### config.mk
export PLATFORM = sky130hd
export DESIGN_NAME = arvg_phase
export DESIGN_NICKNAME = d
export VERILOG_FILES = /design/src/sv/arc_ring_vertex_generator_defines.svh /design/src/sv/arvg_pkg.sv /design/src/sv/arvg_phase.sv
export SDC_FILE = /design/constraint.sdc
export NUM_CORES = 2
export LEC_CHECK = 0
export BUFFER_PORTS_ARGS = -buffer_cell sky130_fd_sc_hd__clkbuf_2
export CORE_MARGIN = 3
export CORE_UTILIZATION = 45
export DETAILED_ROUTE_END_ITERATION = 8
export SYNTH_ARGS = -nofsm -noshare
export SYNTH_HDL_FRONTEND = slang
export SYNTH_SLANG_ARGS = --single-unit
### constraint.sdc
create_clock -name clk -period 12.1 [get_ports clk]
set_input_delay 2.42 -clock clk [delete_from_list [all_inputs] [get_ports clk]]
set_output_delay 2.42 -clock clk [all_outputs]
set_load 0.01 [all_outputs]
### src/sv/arc_ring_vertex_generator_defines.svh
// Assertion macros shared by the arc ring vertex generator RTL.
// No dependencies; included by the modules that carry assertions.
`ifndef ARC_RING_VERTEX_GENERATOR_DEFINES_SVH
`define ARC_RING_VERTEX_GENERATOR_DEFINES_SVH

// same-cycle implication
`define ARVG_ASSERT_IMP(lbl, clk, rst_n, ante, cons) \
	lbl: assert property (@(posedge clk) disable iff (!rst_n) (ante) |-> (cons)) \
		else $error("arvg: same-cycle check failed");

// next-cycle implication
`define ARVG_ASSERT_NXT(lbl, clk, rst_n, ante, cons) \
	lbl: assert property (@(posedge clk) disable iff (!rst_n) (ante) |=> (cons)) \
		else $error("arvg: next-cycle check failed");

`endif

### src/sv/arvg_pkg.sv
// Package for the arc ring vertex generator: widths, register codes,
// pipeline control type and the CORDIC arctangent table. No dependencies.
package arvg_pkg;

	localparam int CORDIC_ITERATIONS = 16;
	localparam int MAX_SEGMENTS      = 1024;
	localparam int DIV_STEPS         = 32;
	localparam int DEN_W             = 26;
	localparam int CW                = 33;
	localparam int DEG_FULL_TURN     = 23040;
	localparam logic signed [CW-1:0] CORDIC_GAIN = 33'sd652032874;

	localparam logic [2:0] REG_SEGMENT_COUNT = 3'd0;
	localparam logic [2:0] REG_OFFSET        = 3'd1;
	localparam logic [2:0] REG_SWEEP         = 3'd2;
	localparam logic [2:0] REG_INNER_RADIUS  = 3'd3;
	localparam logic [2:0] REG_THICKNESS     = 3'd4;
	localparam logic [2:0] REG_CENTRE_X      = 3'd5;
	localparam logic [2:0] REG_CENTRE_Y      = 3'd6;

	typedef struct packed {
		logic vld;
		logic oor;
	} ctl_t;

	function automatic logic signed [CW-1:0] atan_phase(input int k);
		logic signed [CW-1:0] v;
		case (k)
			0:  v = 33'sd536870912;
			1:  v = 33'sd316933406;
			2:  v = 33'sd167458907;
			3:  v = 33'sd85004756;
			4:  v = 33'sd42667331;
			5:  v = 33'sd21354465;
			6:  v = 33'sd10679838;
			7:  v = 33'sd5340245;
			8:  v = 33'sd2670163;
			9:  v = 33'sd1335087;
			10: v = 33'sd667544;
			11: v = 33'sd333772;
			12: v = 33'sd166886;
			13: v = 33'sd83443;
			14: v = 33'sd41722;
			15: v = 33'sd20861;
			16: v = 33'sd10430;
			17: v = 33'sd5215;
			18: v = 33'sd2608;
			19: v = 33'sd1304;
			20: v = 33'sd652;
			21: v = 33'sd326;
			22: v = 33'sd163;
			23: v = 33'sd81;
			default: v = '0;
		endcase
		return v;
	endfunction

endpackage

### src/sv/arvg_phase.sv
// Angle-to-phase pipeline: angle numerator, modulo reduction and a
// one-bit-per-stage restoring divider. Depends on arvg_pkg.
module arvg_phase (
	input  logic                     clk,
	input  logic                     arst_n,
	input  logic                     adv,
	input  logic                     in_vld,
	input  logic [9:0]               segment_index,
	input  logic [10:0]              segment_count,
	input  logic signed [15:0]       offset_degrees,
	input  logic signed [15:0]       sweep_degrees,
	output arvg_pkg::ctl_t           ctl_o,
	output logic [31:0]              phase_o
);
	import arvg_pkg::*;

	logic [DEN_W-1:0]   den;
	logic [DEN_W+1:0]   den3;
	ctl_t               ctl_s1, ctl_s2, ctl_s3, ctl_s4;
	logic signed [27:0] pa_s1, pb_s1;
	logic signed [28:0] num_s2;
	logic [DEN_W+1:0]   t_s3;
	logic [DEN_W-1:0]   m_s4;
	logic signed [29:0] t_next;
	logic [DEN_W+1:0]   m_next;

	ctl_t             div_ctl_s [DIV_STEPS+1];
	logic [DEN_W-1:0] div_rem_s [DIV_STEPS+1];
	logic [31:0]      div_quo_s [DIV_STEPS+1];

	assign den  = DEN_W'(segment_count) * DEN_W'(DEG_FULL_TURN);
	assign den3 = (DEN_W+2)'(den) * (DEN_W+2)'(3);

	always_comb begin
		if (num_s2 < 0) begin
			t_next = 30'(num_s2) + $signed({2'b00, den3});
		end else begin
			t_next = 30'(num_s2);
		end
		if (t_s3 >= {1'b0, den, 1'b0}) begin
			m_next = t_s3 - {1'b0, den, 1'b0};
		end else if (t_s3 >= {2'b00, den}) begin
			m_next = t_s3 - {2'b00, den};
		end else begin
			m_next = t_s3;
		end
	end

	always_ff @(posedge clk or negedge arst_n) begin
		if (!arst_n) begin
			ctl_s1 <= '0;
			ctl_s2 <= '0;
			ctl_s3 <= '0;
			ctl_s4 <= '0;
		end else if (adv) begin
			ctl_s1 <= '{vld: in_vld, oor: {1'b0, segment_index} >= segment_count};
			ctl_s2 <= ctl_s1;
			ctl_s3 <= ctl_s2;
			ctl_s4 <= ctl_s3;
		end
	end

	always_ff @(posedge clk) begin
		if (adv) begin
			pa_s1  <= offset_degrees * $signed({1'b0, segment_count});
			pb_s1  <= $signed({1'b0, segment_index}) * sweep_degrees;
			num_s2 <= 29'(pa_s1) + 29'(pb_s1);
			t_s3   <= t_next[DEN_W+1:0];
			m_s4   <= ctl_s3.oor ? '0 : m_next[DEN_W-1:0];
		end
	end

	assign div_ctl_s[0] = ctl_s4;
	assign div_rem_s[0] = m_s4;
	assign div_quo_s[0] = '0;

	for (genvar k = 0; k < DIV_STEPS; k++) begin : g_div
		logic [DEN_W:0] rem2;
		logic           ge;
		logic [DEN_W:0] diff;

		assign rem2 = {div_rem_s[k], 1'b0};
		assign ge   = rem2 >= {1'b0, den};
		assign diff = rem2 - {1'b0, den};

		always_ff @(posedge clk or negedge arst_n) begin
			if (!arst_n) begin
				div_ctl_s[k+1] <= '0;
			end else if (adv) begin
				div_ctl_s[k+1] <= div_ctl_s[k];
			end
		end

		always_ff @(posedge clk) begin
			if (adv) begin
				div_rem_s[k+1] <= ge ? diff[DEN_W-1:0] : rem2[DEN_W-1:0];
				div_quo_s[k+1] <= {div_quo_s[k][30:0], ge};
			end
		end
	end

	assign ctl_o   = div_ctl_s[DIV_STEPS];
	assign phase_o = div_quo_s[DIV_STEPS];

endmodule

After elaboration in Yosys (flattened, before gate mapping)
Index checks and enable logic that the tools add are counted.
{ "op_classes": {"addsub": 35, "mul": 4, "magnitude_cmp": 36, "mux": 34} }
{ "op_table": {"columns": ["operator", "count"], "rows": [
  [">= comparator 27 x 26 -> 1 bit", 32],
  ["two-way mux 26 bit", 33],
  ["subtractor 26 bit", 33],
  ["adder 28 x 27 -> 29 bit", 1],
  ["< comparator 29 x 1 -> 1 bit (second input constant)", 1],
  ["adder 28 bit", 1],
  [">= comparator 28 x 26 -> 1 bit", 1],
  [">= comparator 28 x 27 -> 1 bit", 1],
  ["multiplier 16 x 12 -> 28 bit", 1],
  ["two-way mux 28 bit", 1],
  ["multiplier 11 x 16 -> 27 bit", 1],
  ["multiplier 17 x 2 -> 19 bit (second input constant)", 1],
  ["multiplier 11 x 6 -> 17 bit (second input constant)", 1],
  [">= comparator 10 x 11 -> 1 bit", 1]
]} }
{ "word_totals": {"regBits": 1544, "in_bits": 57, "output_inout_bits": 34, "wordCells": 280} }

Logic depth before layout (Yosys ltp)
{ "depth": {"ltp_word": 4, "depth_mapped": 31} }

Worst setup path after synthesis
OpenSTA, ideal clock, no wires.
{ "synth_path": {"path_kind": "input to register", "startpoint": "input port segment_count[6]", "endpoint": "register t_s3[27] (data pin)", "setup_time_ns": 0.277, "arrival_ns": 9.556, "t_required_ns": 11.823, "path_slack_ns": 2.267, "path_stages": 26, "cell_sequence": "ha_1 > inv_1 > fa_1 > fa_1 > inv_1 > ha_1 > buf_6 > a21o_1 > or4_1 > buf_2 > o21ai_4 > o211ai_1 > a21oi_1 > xor2_1 > inv_1 > ha_1 > and2_1 > o21ai_0 > o31ai_1 > a311o_1 > ha_1 > a21o_1 > a31oi_1 > mux2i_1 > o31a_1 > o2111ai_1"} }
{ "synth_between": {"elab_chain_len": 4} }
{ "synth_rtl": {"columns": ["item", "line_no", "source"], "rows": [
  ["start, declared", "arvg_phase.sv:9", "input logic [10:0] segment_count,"],
  ["multiplier 11 x 6 -> 17 bit", "arvg_phase.sv:31", "assign den = DEN_W'(segment_count) * DEN_W'(DEG_FULL_TURN);"],
  ["multiplier 17 x 2 -> 19 bit", "arvg_phase.sv:32", "assign den3 = (DEN_W+2)'(den) * (DEN_W+2)'(3);"],
  ["adder 28 bit", "arvg_phase.sv:36", "t_next = 30'(num_s2) + $signed({2'b00, den3});"],
  ["two-way mux 28 bit", "arvg_phase.sv:35", "if (num_s2 < 0) begin"],
  ["net t_next[27]", "arvg_phase.sv:24", "logic signed [29:0] t_next;"],
  ["end signal, assigned", "arvg_phase.sv:68", "t_s3 <= t_next[DEN_W+1:0];"],
  ["end, declared", "arvg_phase.sv:22", "logic [DEN_W+1:0] t_s3;"]
]} }
The timed path passes the listed nets, and every way through them passes these cells.
A chain may end at the register's enable or synchronous reset.

Worst setup path after layout
{ "layout_path": {"startpoint": "input port segment_count[3]", "endpoint": "register t_s3[27] (data pin)"} }
Same word-level chain as after synthesis.

==> out/qor.txt <==
Status - completed
Clock sink count - 1301
Die ar. - 210600 sq um
Worst-Margin Slew - 1.276 ns
CP startpoint - segment_count[3]
GRT Total Usage - 21.97%
CP endpoint kind - flip-flop
Setup TNS - 0 ns
IO Pins - 91
Die Width - 458.9 microns
Placed cell count - 11100
#FFs+latches synth - 1301
Vias per std cell - 5.786
Area delta synth->final - 8.449%
Routed WL - 234100 microns
Setup violations, final - 0
Cts repair resizes - 0
Final period util - 78.51%
Worst hold start - div_quo_s[434]$_DFFE_PP_
Yosys warnings - 0
Syn Inst Count - 8648
WP buf/inv - 5
CP delay by family, top - compound AO/OA/AOI/OAI gates
Final ANT Viol Nets - 0
Hold Fails Final Rpt - 0
CP Class - in -> reg
Core area - 203100 sq um
Post-CTS Setup Bufs - 0
Fin util - 49.29%
Vias in the first global route - 65100
Clock skew - 0.03052 ns
Die height - 458.9 microns
Register area share after synthesis - 41.93%
Cell repeated most along the worst path - ha_1
GRT Residual Overflow - 0
CP Max Fanout - 20
Pins Over Slew Limit - 0
Commonest cells after routing, fill and taps aside - edfxtp_1 (1229), nand2_1 (707), inv_1 (628), ha_1 (576), xnor2_1 (575)
Finished Layout Cells - 11380
Mapped Area - 92320 sq um
Worst EP required - 12.63 ns
DP Wirelength - 163500 microns
Commonest non-fill, non-tap cell in the layout - edfxtp_1
Hold buffer count at cts - 0
Syn_nets - 9635
First DRT Iteration DRCs - 5281
Crit path largest cell delay - 0.65 ns
Asr flop ratio synth - 5.534%
DRC - 0
Nets - 9573
Largest net degree at the start of global routing - 173
Vias - 65860
Ys flop type - edfxtp_1
CTS tree - done
Initial antenna violation count - 6
Min Tclk post-route - 9.500 ns
Clk root buf - clkbuf_16
Max_slew headroom - 14.91%
Worst r2r src - div_rem_s[478]$_DFFE_PP_
Crit path arrival time - 10.03 ns
GP Congestion - 0.8902
Clk_lat worst skew - 0.81 ns
Number of enable flip-flop cells after synthesis - 1229
CTS Buffer Depth - 3
Max-capacitance violation count - 0
Wire length per cell - 20.57 microns
Achievable Freq - 105.3 MHz
Worst Setup Start Kind - input pin
First-pass GRT wire length - 366300 microns
Min-Delay Path Class - reg -> reg
Cell variety after synth - 122
Buffers on Ports - 90
Slowest-stage cell, CP - a2111oi_0
Clock slew at reported path FFs - 0.06 ns
Inserted Clock Buffers - 153
RSZ-0062 raised after global routing - no
Initial Util - 45.45%
Row cnt - 165
Mean Syn Cell Area - 10.68 sq um
Pre-antenna DRT Iters - 8
# H-tree levels - 4
Share of layout cells above drive strength 1 - 8.371%
stage by stage:
step           worst slack, ns  hold WS [ns]  instance area [sq um]
2_1_floorplan            2.267        0.4003                  92320
3_3_place_gp             2.012        0.4005                  95010
3_5_place_dp             1.910        0.4045                  95010
4_1_cts                  2.764        0.4028                 100100
5_1_grt                  2.004        0.4125                 100100
6_report                 2.601        0.4056                 100100
cells in the mapped netlist, types with 56 or more instances:
| master | count | area [sq um] |
|---|---|---|
| fa_1 | 354 | 7087 |
| buf_4 | 74 | 555.5 |
| nor2_1 | 565 | 2121 |
| or3_1 | 70 | 437.9 |
| edfxtp_1 | 1229 | 36910 |
| inv_1 | 637 | 2391 |
| a211oi_1 | 86 | 645.6 |
| dfrtp_1 | 72 | 1802 |
| nand4_1 | 56 | 350.3 |
| clkbuf_1 | 160 | 600.6 |
| o21a_1 | 155 | 1164 |
| nand3_1 | 142 | 710.7 |
| o21ai_0 | 370 | 1852 |
| and2_1 | 227 | 1420 |
| buf_2 | 130 | 650.6 |
| maj3_1 | 60 | 600.6 |
| ha_1 | 576 | 7207 |
| nand2_1 | 707 | 2654 |
| a21o_1 | 77 | 578.1 |
| xor2_1 | 160 | 1401 |
| o31ai_1 | 84 | 630.6 |
| xnor2_1 | 575 | 5036 |
| nor2b_1 | 110 | 688.2 |
| a31oi_1 | 69 | 431.7 |
| o211ai_1 | 77 | 578.1 |
| mux2_2 | 160 | 1802 |
| nor3_1 | 186 | 930.9 |
| nand2b_1 | 93 | 581.8 |
| a21oi_1 | 432 | 2162 |
kinds of logic after synthesis:
group / share of synthesized area [%]
buffers and inverters: 4.817
AND/OR/NAND/NOR: 12.79
multiplexers: 2.686
flip-flops: 41.93
XOR/XNOR: 7.196
adder cells (fa/ha/maj): 16.24
AO/OA/AOI/OAI: 14.34
routing by layer:
layer | track usage (%) | part of all wire [%] | vias up
met5 | 0 | 0.0047 | -
met4 | 8.036 | 3.5 | 2
met3 | 3.429 | 5.8 | 411
met2 | 36.01 | 47 | 1899
met1 | 29.49 | 44 | 32310
li1 | - | - | 31240
area by class of cell:
type | count | area [sq um]
Antenna cell | 1 | 2.502
Clock buffer | 186 | 4131
Clock inverter | 92 | 975.9
Fill cell | 18230 | 103000
Inverter | 644 | 2429
Multi-Input combinational cell | 6308 | 49300
Sequential cell | 1301 | 38710
Tap cell | 2672 | 3343
Timing Repair Buffer | 178 | 1234
registers in the layout, summed over array words and instances (netlist names):
| register | count |
|---|---|
| ctl_s4 | 2 |
| div_rem_s | 563 |
| pb_s1 | 27 |
| div_quo_s | 496 |
| phase_o | 32 |
| ctl_o | 2 |
| ctl_s3 | 2 |
| ctl_s2 | 2 |
| t_s3 | 28 |
| div_ctl_s | 62 |
| m_s4 | 26 |
| num_s2 | 29 |
| pa_s1 | 28 |
| ctl_s1 | 2 |
worst paths after layout:
| check | slack [ns] | cells past startpoint | endpoint |
|---|---|---|---|
| worst max-delay path | 2.60 | 26 | t_s3[27]$_DFFE_PP_ |
| worst min-delay path | 0.41 | 0 | div_quo_s[403]$_DFFE_PP_ |
| worst max register to register | 7.33 | 11 | div_rem_s[454]$_DFFE_PP_ |
| worst min register to register | 0.41 | 0 | div_quo_s[403]$_DFFE_PP_ |
| max in group asynchronous | 9.79 | 1 | ctl_s2[0]$_DFFE_PN0P_ |
| min in group asynchronous | 1.75 | 1 | ctl_o[1]$_DFFE_PN0P_ |
Power is not shown: default switching activity piles up to over one toggle a cycle in this logic, so the estimate is an artifact.
