`config.mk`:
```
export PLATFORM = sky130hd
export DESIGN_NAME = arvg_cordic
export DESIGN_NICKNAME = d
export VERILOG_FILES = /design/src/sv/arvg_pkg.sv /design/src/sv/arvg_cordic.sv
export VERILOG_INCLUDE_DIRS = /design/src /design/src/sv
export SDC_FILE = /design/constraint.sdc
export NUM_CORES = 2
export LEC_CHECK = 0
export ABC_CLOCK_PERIOD_IN_PS = 15600
export BUFFER_PORTS_ARGS = -buffer_cell sky130_fd_sc_hd__buf_2
export CORE_MARGIN = 2
export CORE_UTILIZATION = 46
export DETAILED_ROUTE_END_ITERATION = 7
export PLACE_DENSITY = 0.66
export SKIP_LAST_GASP = 1
export SLEW_MARGIN = 40
export SYNTH_ARGS = -nofsm -noshare
export SYNTH_HDL_FRONTEND = slang
export SYNTH_SLANG_ARGS = --single-unit
```
`constraint.sdc`:
```
create_clock -name clk -period 15.6 [get_ports clk]
set_clock_uncertainty 0.1 [all_clocks]
set_input_delay 0.78 -clock clk [delete_from_list [all_inputs] [get_ports clk]]
set_output_delay 0.78 -clock clk [all_outputs]
set_load 0.03 [all_outputs]
```
`src/sv/arc_ring_vertex_generator_defines.svh`:
```
// Assertion macros shared by the arc ring vertex generator RTL.
// No dependencies; included by the modules that carry assertions.
`ifndef ARC_RING_VERTEX_GENERATOR_DEFINES_SVH
`define ARC_RING_VERTEX_GENERATOR_DEFINES_SVH

// same-cycle implication
`define ARVG_ASSERT_IMP(lbl, clk, rst_n, ante, cons) \
	lbl: assert property (@(posedge clk) disable iff (!rst_n) (ante) |-> (cons)) \
		else $error("arvg: same-cycle check failed");

// next-cycle implication
`define ARVG_ASSERT_NXT(lbl, clk, rst_n, ante, cons) \
	lbl: assert property (@(posedge clk) disable iff (!rst_n) (ante) |=> (cons)) \
		else $error("arvg: next-cycle check failed");

`endif

```
`src/sv/arvg_pkg.sv`:
```
// Package for the arc ring vertex generator: widths, register codes,
// pipeline control type and the CORDIC arctangent table. No dependencies.
package arvg_pkg;

	localparam int CORDIC_ITERATIONS = 16;
	localparam int MAX_SEGMENTS      = 1024;
	localparam int DIV_STEPS         = 32;
	localparam int DEN_W             = 26;
	localparam int CW                = 33;
	localparam int DEG_FULL_TURN     = 23040;
	localparam logic signed [CW-1:0] CORDIC_GAIN = 33'sd652032874;

	localparam logic [2:0] REG_SEGMENT_COUNT = 3'd0;
	localparam logic [2:0] REG_OFFSET        = 3'd1;
	localparam logic [2:0] REG_SWEEP         = 3'd2;
	localparam logic [2:0] REG_INNER_RADIUS  = 3'd3;
	localparam logic [2:0] REG_THICKNESS     = 3'd4;
	localparam logic [2:0] REG_CENTRE_X      = 3'd5;
	localparam logic [2:0] REG_CENTRE_Y      = 3'd6;

	typedef struct packed {
		logic vld;
		logic oor;
	} ctl_t;

	function automatic logic signed [CW-1:0] atan_phase(input int k);
		logic signed [CW-1:0] v;
		case (k)
			0:  v = 33'sd536870912;
			1:  v = 33'sd316933406;
			2:  v = 33'sd167458907;
			3:  v = 33'sd85004756;
			4:  v = 33'sd42667331;
			5:  v = 33'sd21354465;
			6:  v = 33'sd10679838;
			7:  v = 33'sd5340245;
			8:  v = 33'sd2670163;
			9:  v = 33'sd1335087;
			10: v = 33'sd667544;
			11: v = 33'sd333772;
			12: v = 33'sd166886;
			13: v = 33'sd83443;
			14: v = 33'sd41722;
			15: v = 33'sd20861;
			16: v = 33'sd10430;
			17: v = 33'sd5215;
			18: v = 33'sd2608;
			19: v = 33'sd1304;
			20: v = 33'sd652;
			21: v = 33'sd326;
			22: v = 33'sd163;
			23: v = 33'sd81;
			default: v = '0;
		endcase
		return v;
	endfunction

endpackage

```
`src/sv/arvg_cordic.sv`:
```
// Unrolled CORDIC pipeline: quadrant reduction, one rotation per stage,
// quadrant restore. Depends on arvg_pkg and the assertion macro header.
`include "arc_ring_vertex_generator_defines.svh"

module arvg_cordic (
	input  logic               clk,
	input  logic               arst_n,
	input  logic               adv,
	input  arvg_pkg::ctl_t     ctl_i,
	input  logic [31:0]        phase_i,
	output arvg_pkg::ctl_t     ctl_o,
	output logic signed [31:0] cos_o,
	output logic signed [31:0] sin_o
);
	import arvg_pkg::*;

	logic [1:0]  q_in;
	logic [31:0] r_in;

	ctl_t                 cr_ctl_s [CORDIC_ITERATIONS+1];
	logic [1:0]           cr_q_s   [CORDIC_ITERATIONS+1];
	logic signed [CW-1:0] cr_x_s   [CORDIC_ITERATIONS+1];
	logic signed [CW-1:0] cr_y_s   [CORDIC_ITERATIONS+1];
	logic signed [CW-1:0] cr_z_s   [CORDIC_ITERATIONS+1];

	ctl_t               ctl_rot_s;
	logic signed [31:0] cos_rot_s, sin_rot_s;
	logic signed [CW-1:0] xf, yf;

	assign q_in = phase_i[31:30] + {1'b0, phase_i[29]};
	assign r_in = phase_i - {q_in, 30'b0};

	always_ff @(posedge clk or negedge arst_n) begin
		if (!arst_n) begin
			cr_ctl_s[0] <= '0;
		end else if (adv) begin
			cr_ctl_s[0] <= ctl_i;
		end
	end

	always_ff @(posedge clk) begin
		if (adv) begin
			cr_q_s[0] <= q_in;
			cr_x_s[0] <= CORDIC_GAIN;
			cr_y_s[0] <= '0;
			cr_z_s[0] <= CW'($signed(r_in));
		end
	end

	for (genvar k = 0; k < CORDIC_ITERATIONS; k++) begin : g_rot
		logic                 d;
		logic signed [CW-1:0] dx, dy, at;

		assign d  = !cr_z_s[k][CW-1];
		assign dx = cr_y_s[k] >>> k;
		assign dy = cr_x_s[k] >>> k;
		assign at = atan_phase(k);

		always_ff @(posedge clk or negedge arst_n) begin
			if (!arst_n) begin
				cr_ctl_s[k+1] <= '0;
			end else if (adv) begin
				cr_ctl_s[k+1] <= cr_ctl_s[k];
			end
		end

		always_ff @(posedge clk) begin
			if (adv) begin
				cr_q_s[k+1] <= cr_q_s[k];
				cr_x_s[k+1] <= d ? cr_x_s[k] - dx : cr_x_s[k] + dx;
				cr_y_s[k+1] <= d ? cr_y_s[k] + dy : cr_y_s[k] - dy;
				cr_z_s[k+1] <= d ? cr_z_s[k] - at : cr_z_s[k] + at;
			end
		end
	end

	assign xf = cr_x_s[CORDIC_ITERATIONS];
	assign yf = cr_y_s[CORDIC_ITERATIONS];

	always_ff @(posedge clk or negedge arst_n) begin
		if (!arst_n) begin
			ctl_rot_s <= '0;
		end else if (adv) begin
			ctl_rot_s <= cr_ctl_s[CORDIC_ITERATIONS];
		end
	end

	always_ff @(posedge clk) begin
		if (adv) begin
			case (cr_q_s[CORDIC_ITERATIONS])
				2'd0: begin
					cos_rot_s <= 32'(xf);
					sin_rot_s <= 32'(yf);
				end
				2'd1: begin
					cos_rot_s <= 32'(-yf);
					sin_rot_s <= 32'(xf);
				end
				2'd2: begin
					cos_rot_s <= 32'(-xf);
					sin_rot_s <= 32'(-yf);
				end
				default: begin
					cos_rot_s <= 32'(yf);
					sin_rot_s <= 32'(-xf);
				end
			endcase
		end
	end

	assign ctl_o = ctl_rot_s;
	assign cos_o = cos_rot_s;
	assign sin_o = sin_rot_s;

	`ARVG_ASSERT_NXT(a_first_stage_moves, clk, arst_n, adv && cr_ctl_s[0].vld, cr_ctl_s[1].vld)
	`ARVG_ASSERT_NXT(a_hold_on_stall, clk, arst_n, !adv, $stable(ctl_rot_s) && $stable(cos_rot_s))
	`ARVG_ASSERT_NXT(a_bubble_moves, clk, arst_n, adv && !ctl_i.vld, !cr_ctl_s[0].vld)

endmodule

```
======== After elaboration in Yosys (flattened, before gate mapping) ========
Memories as Yosys holds them, arrays and structs flattened.
Cells that the tools add are included.
storage, ports and cells
  register bits after elaboration ......... 100
  memory bits (writable) .................. 1717
  input port bits ......................... 37
  word-level logic and storage cells ...... 196
  memories kept ........................... 4
memories
  name    depth  bits a word  rd ports  clocked after memory_dff  wr ports  RTL line           text
  cr_x_s  17     33           17        0                         17        arvg_cordic.sv:22  logic signed [CW-1:0] cr_x_s [CORDIC_ITERATIONS+1];
  cr_y_s  17     33           17        0                         17        arvg_cordic.sv:23  logic signed [CW-1:0] cr_y_s [CORDIC_ITERATIONS+1];
  cr_z_s  17     33           16        0                         17        arvg_cordic.sv:24  logic signed [CW-1:0] cr_z_s [CORDIC_ITERATIONS+1];
  cr_q_s  17     2            17        0                         17        arvg_cordic.sv:21  logic [1:0] cr_q_s [CORDIC_ITERATIONS+1];
cells by class
  add/sub/neg operators ................... 99
  equal/unequal tests ..................... 2
  mux-type cells .......................... 52
  reductions and logical operators ........ 1
operator list
  kind              count
  $mux 33           48
  $pmux 32 s3       2
  $add 33x18->33    2
  $add 33x19->33    2
  $add 33x20->33    2
  $add 33x21->33    2
  $add 33x22->33    2
  $add 33x23->33    2
  $add 33x24->33    2
  $add 33x25->33    2
  $add 33x26->33    2
  $add 33x27->33    2
  $add 33x28->33    2
  $add 33x29->33    2
  $add 33x30->33    2
  $add 33x31->33    2
  $add 33x32->33    2
  $sub 33x18->33    2
  $sub 33x19->33    2
  $sub 33x20->33    2
  $sub 33x21->33    2
  $sub 33x22->33    2
  $sub 33x23->33    2
  $sub 33x24->33    2
  other kinds (49)  60

======== Longest topological paths before layout ========
An unclocked memory read counts as a cell.
  depth in word-level cells ............... 3
  depth in mapped cells ................... 21

======== Worst setup path before layout ========
No wires, ideal clock.
  path kind ............................... register -> register
  start point ............................. mem cr_z_s[2][32], in the netlist cr_z_s[0][98]
  end point ............................... mem cr_y_s[3][32] (data pin)
  library setup time ...................... 0.260 ns
  data arrival time ....................... 4.628 ns
  required time ........................... 15.240 ns
  slack ................................... 10.612 ns
  stages on the path, launching flop included .. 17
  period minus slack after synthesis ...... 4.988 ns
  cells stage by stage .................... edfxtp_1 -> clkbuf_1 -> clkbuf_1 -> clkbuf_1 -> mux2i_1 -> ha_1 -> nor2b_1 -> o21a_1 -> o21ai_0 -> a21oi_1 -> a211o_1 -> o211a_1 -> o21a_1 -> a41o_1 -> or4b_2 -> a31oi_1 -> xnor2_1
RTL lines
  element      RTL line
  from (decl)  arvg_cordic.sv:24
  to (decl)    arvg_cordic.sv:23

==> reports/metrics.cfg <==
[run]
cap_violations = 0

[layout]
fill_cells = 24540
fin_area_mm2 = 0.1371
nets = 14430
drive_gt1_frac = 0.04814
syn_to_final_growth_pct = 9.154

[synthesis]
ys_types = 83
async_reset_ff_frac = 0.02263
syn_area_per_cell_um2 = 9.815
ys_seq_elements = 1591
synth_edf_count = 1555
synth_flop_cell = edfxtp_1
synth_area_mm2 = 0.1256
synth-seq-area-share = 0.3790
synthesis.nets = 14250
netlist_instances = 12790
yosysWarnings = 0

[clock_network]
cts.repair.resized = 0
clkSlewWorstSetupHoldPaths_ns = 0.06
postCtsHoldBufs = 31
clock_sinks = 1591
cts_tree = done
htreeDepth = 4
cts_made_buffers = 186
clockBufferDepth = 4
clk_latency_ns = 0.87
clock-root-buffer = clkbuf_16
post_cts_buffers = 0

[placement]
routabilityCongestion = 0.9266
io_buffers = 102
dp_hpwl_um = 229800
place_area_mm2 = 0.1305

[global_routing]
grt_max_degree = 174
grt_pass1_vias = 88740
grt_pass1_wl_um = 473400
gr-total-overflow = 0
grt_usage = 0.2073
antenna_found_initial = 4

[sta]
holdWs_ns = 0.08712
period_minus_slack_ns = 5.841
rsz0062_at_grt = no
timing.final.crit_share = 0.3744
slew_violations = 0
setup_viol = 0
finalHoldViolations = 0
worst_slew_pin_slew_ns = 0.8825
fin_tns_setup_ns = 0
timing.fmax_mhz = 171.2
max-slew-margin-rel = 0.4116

[worst_setup_path]
reg2reg_to = cr_y_s[5][32]
end_kind = register
critPathKind = reg -> reg
reg2reg_from = cr_z_s[0][164]
critPathLaunch = cr_z_s[0][164]
crit_required_ns = 16.10
ff2ff_setup_slack_ns = 9.76
cp.arrival_ns = 6.34
start_kind = register
crit_path_end = cr_y_s[5][32]
path_max_fanout = 58
rr_worst_depth = 14

[floorplanning]
coreArea_mm2 = 0.2712
dieArea_mm2 = 0.2772
fp.dieH_um = 526.5
rows = 191
initial_core_util = 0.4630
ios = 103
die_x_um = 526.5

[route]
drt_iter0_markers = 6366
vias = 93960
avgViaCountPerCell = 5.626
post-route-drc-count = 0
ant_nets = 0
avgRoutedWirePerCell_um = 17.62
drtPass1Iterations = 8
routed_wl_um = 294300

[status]
status = finished clean

[hold_path]
min_path_cells = 2
hp-start = ctl_i[0]
hold_path.class = in -> reg

-- layout by cell type, fill, tap and decap left out, types with 146 or more instances in the layout --
master     synthesis  final
xor2_1           670    668
inv_1            565    562
a21o_1           670    670
o21bai_1         164    164
nor3_1           315    313
nor2b_1          171    171
nand2b_1         187    187
nand3_1          193    193
o21a_1           155    155
a21oi_1         1435   1435
xnor2_1         1185   1185
a31oi_1          148    146
nor2_1          1165   1165
o21ai_0          538    538
clkbuf_16          0    189
ha_1            1370   1370
nand2_1          618    618
edfxtp_1        1555   1555
-- critical path, cell delays in order (launching register included) --
cell	delay, ns
edfxtp_1	0.66
buf_4	0.62
mux2i_1	0.25
fa_1	0.47
a21o_1	0.19
a211oi_1	0.37
o31ai_1	0.21
o31ai_1	0.53
o21ai_0	0.32
a221o_1	0.46
a311oi_1	0.63
o31ai_1	0.22
a221oi_1	0.27
o21bai_1	0.11
xnor2_1	0.13
-- cells by family (layout without fill, tap and decap cells) --
| family | count (synthesis) | after routing | share of synthesized area |
|---|---|---|---|
| muxes | 147 | 147 | 0.01275 |
| buffers and inverters | 767 | 1102 | 0.02295 |
| DFF | 1591 | 1591 | 0.3790 |
| adders and majority gates | 1414 | 1414 | 0.1435 |
| and+or+nand+nor | 3259 | 3259 | 0.1239 |
| other | 0 | 3 | 0 |
| AOI/OAI and AO/OA | 3761 | 3761 | 0.1884 |
| xor gates and xnor gates | 1855 | 1855 | 0.1294 |
-- cell usage after synthesis, types with 39 or more instances --
cell type     n  area share
edfxtp_1   1555        0.37
a21oi_1    1435       0.057
ha_1       1370        0.14
xnor2_1    1185       0.083
nor2_1     1165       0.035
a21o_1      670       0.040
xor2_1      670       0.047
nand2_1     618       0.018
inv_1       565       0.017
o21ai_0     538       0.021
nor3_1      315       0.013
nand3_1     193      0.0077
nand2b_1    187      0.0093
nor2b_1     171      0.0085
o21bai_1    164      0.0098
clkbuf_1    160      0.0048
o21a_1      155      0.0093
a31oi_1     148      0.0074
and3_1      111      0.0055
nor4_1       97      0.0048
a211oi_1     86      0.0051
mux2_2       84      0.0075
and2_1       78      0.0039
o31ai_1      78      0.0047
or3_1        76      0.0038
nand4_1      66      0.0033
mux2i_1      61      0.0049
a21boi_0     53      0.0032
o41ai_1      46      0.0032
nor3b_1      45      0.0027
fa_1         44      0.0070
o211ai_1     40      0.0024
or4_1        39      0.0023
-- final cells by class --
| cell class | instances | area (um2) | share of cell area |
|---|---|---|---|
| diodes | 3 | 7.507 | 0.00005477 |
| clock buffers | 214 | 4833 | 0.03526 |
| clock inverters | 127 | 1241 | 0.009055 |
| inverters | 568 | 2132 | 0.01555 |
| multi-input cells | 10440 | 75240 | 0.5489 |
| flip-flops and latches | 1591 | 47600 | 0.3472 |
| well taps | 3570 | 4467 | 0.03259 |
| repair buffers | 193 | 1550 | 0.01131 |
-- metrics by stage --
stage / std cells / utilization / setup WS [ns]
detailed placement: 16320 / 0.4810 / 9.859
global route: 16700 / 0.5053 / 9.315
finish: 16700 / 0.5053 / 9.759
global placement: 16320 / 0.4803 / 9.586
floorplan: 12790 / - / 10.61
CTS: 16690 / 0.5045 / 9.827
-- state kept, by name, summed over array words and instances (netlist names) --
register	cells
cos_o	32
cr_ctl_s	34
cr_q_s	34
cr_x_s	469
cr_y_s	495
cr_z_s	493
ctl_o	2
sin_o	32
-- how the worst min path moves through the flow --
stage / endpoint / slack (ns)
2_1_floorplan: cr_q_s[0][10] / 0.30
3_3_place_gp: cr_q_s[1][2] / 0.30
3_5_place_dp: cr_q_s[0][4] / 0.30
4_1_cts: cr_ctl_s[32] / 0.01
5_1_grt: cr_ctl_s[33] / 0.06
6_report: cr_ctl_s[32] / 0.09
-- metal layers --
| metal | vias up | track usage | part of all wire |
|---|---|---|---|
| met5 | - | 0 | 0 |
| li1 | 47740 | - | - |
| met2 | 1987 | 0.3563 | 0.47 |
| met4 | 0 | 0.07803 | 0.039 |
| met3 | 542 | 0.02056 | 0.043 |
| met1 | 43690 | 0.2689 | 0.45 |
Power is not shown: default switching activity piles up to over one toggle a cycle in this logic, so the estimate is an artifact.
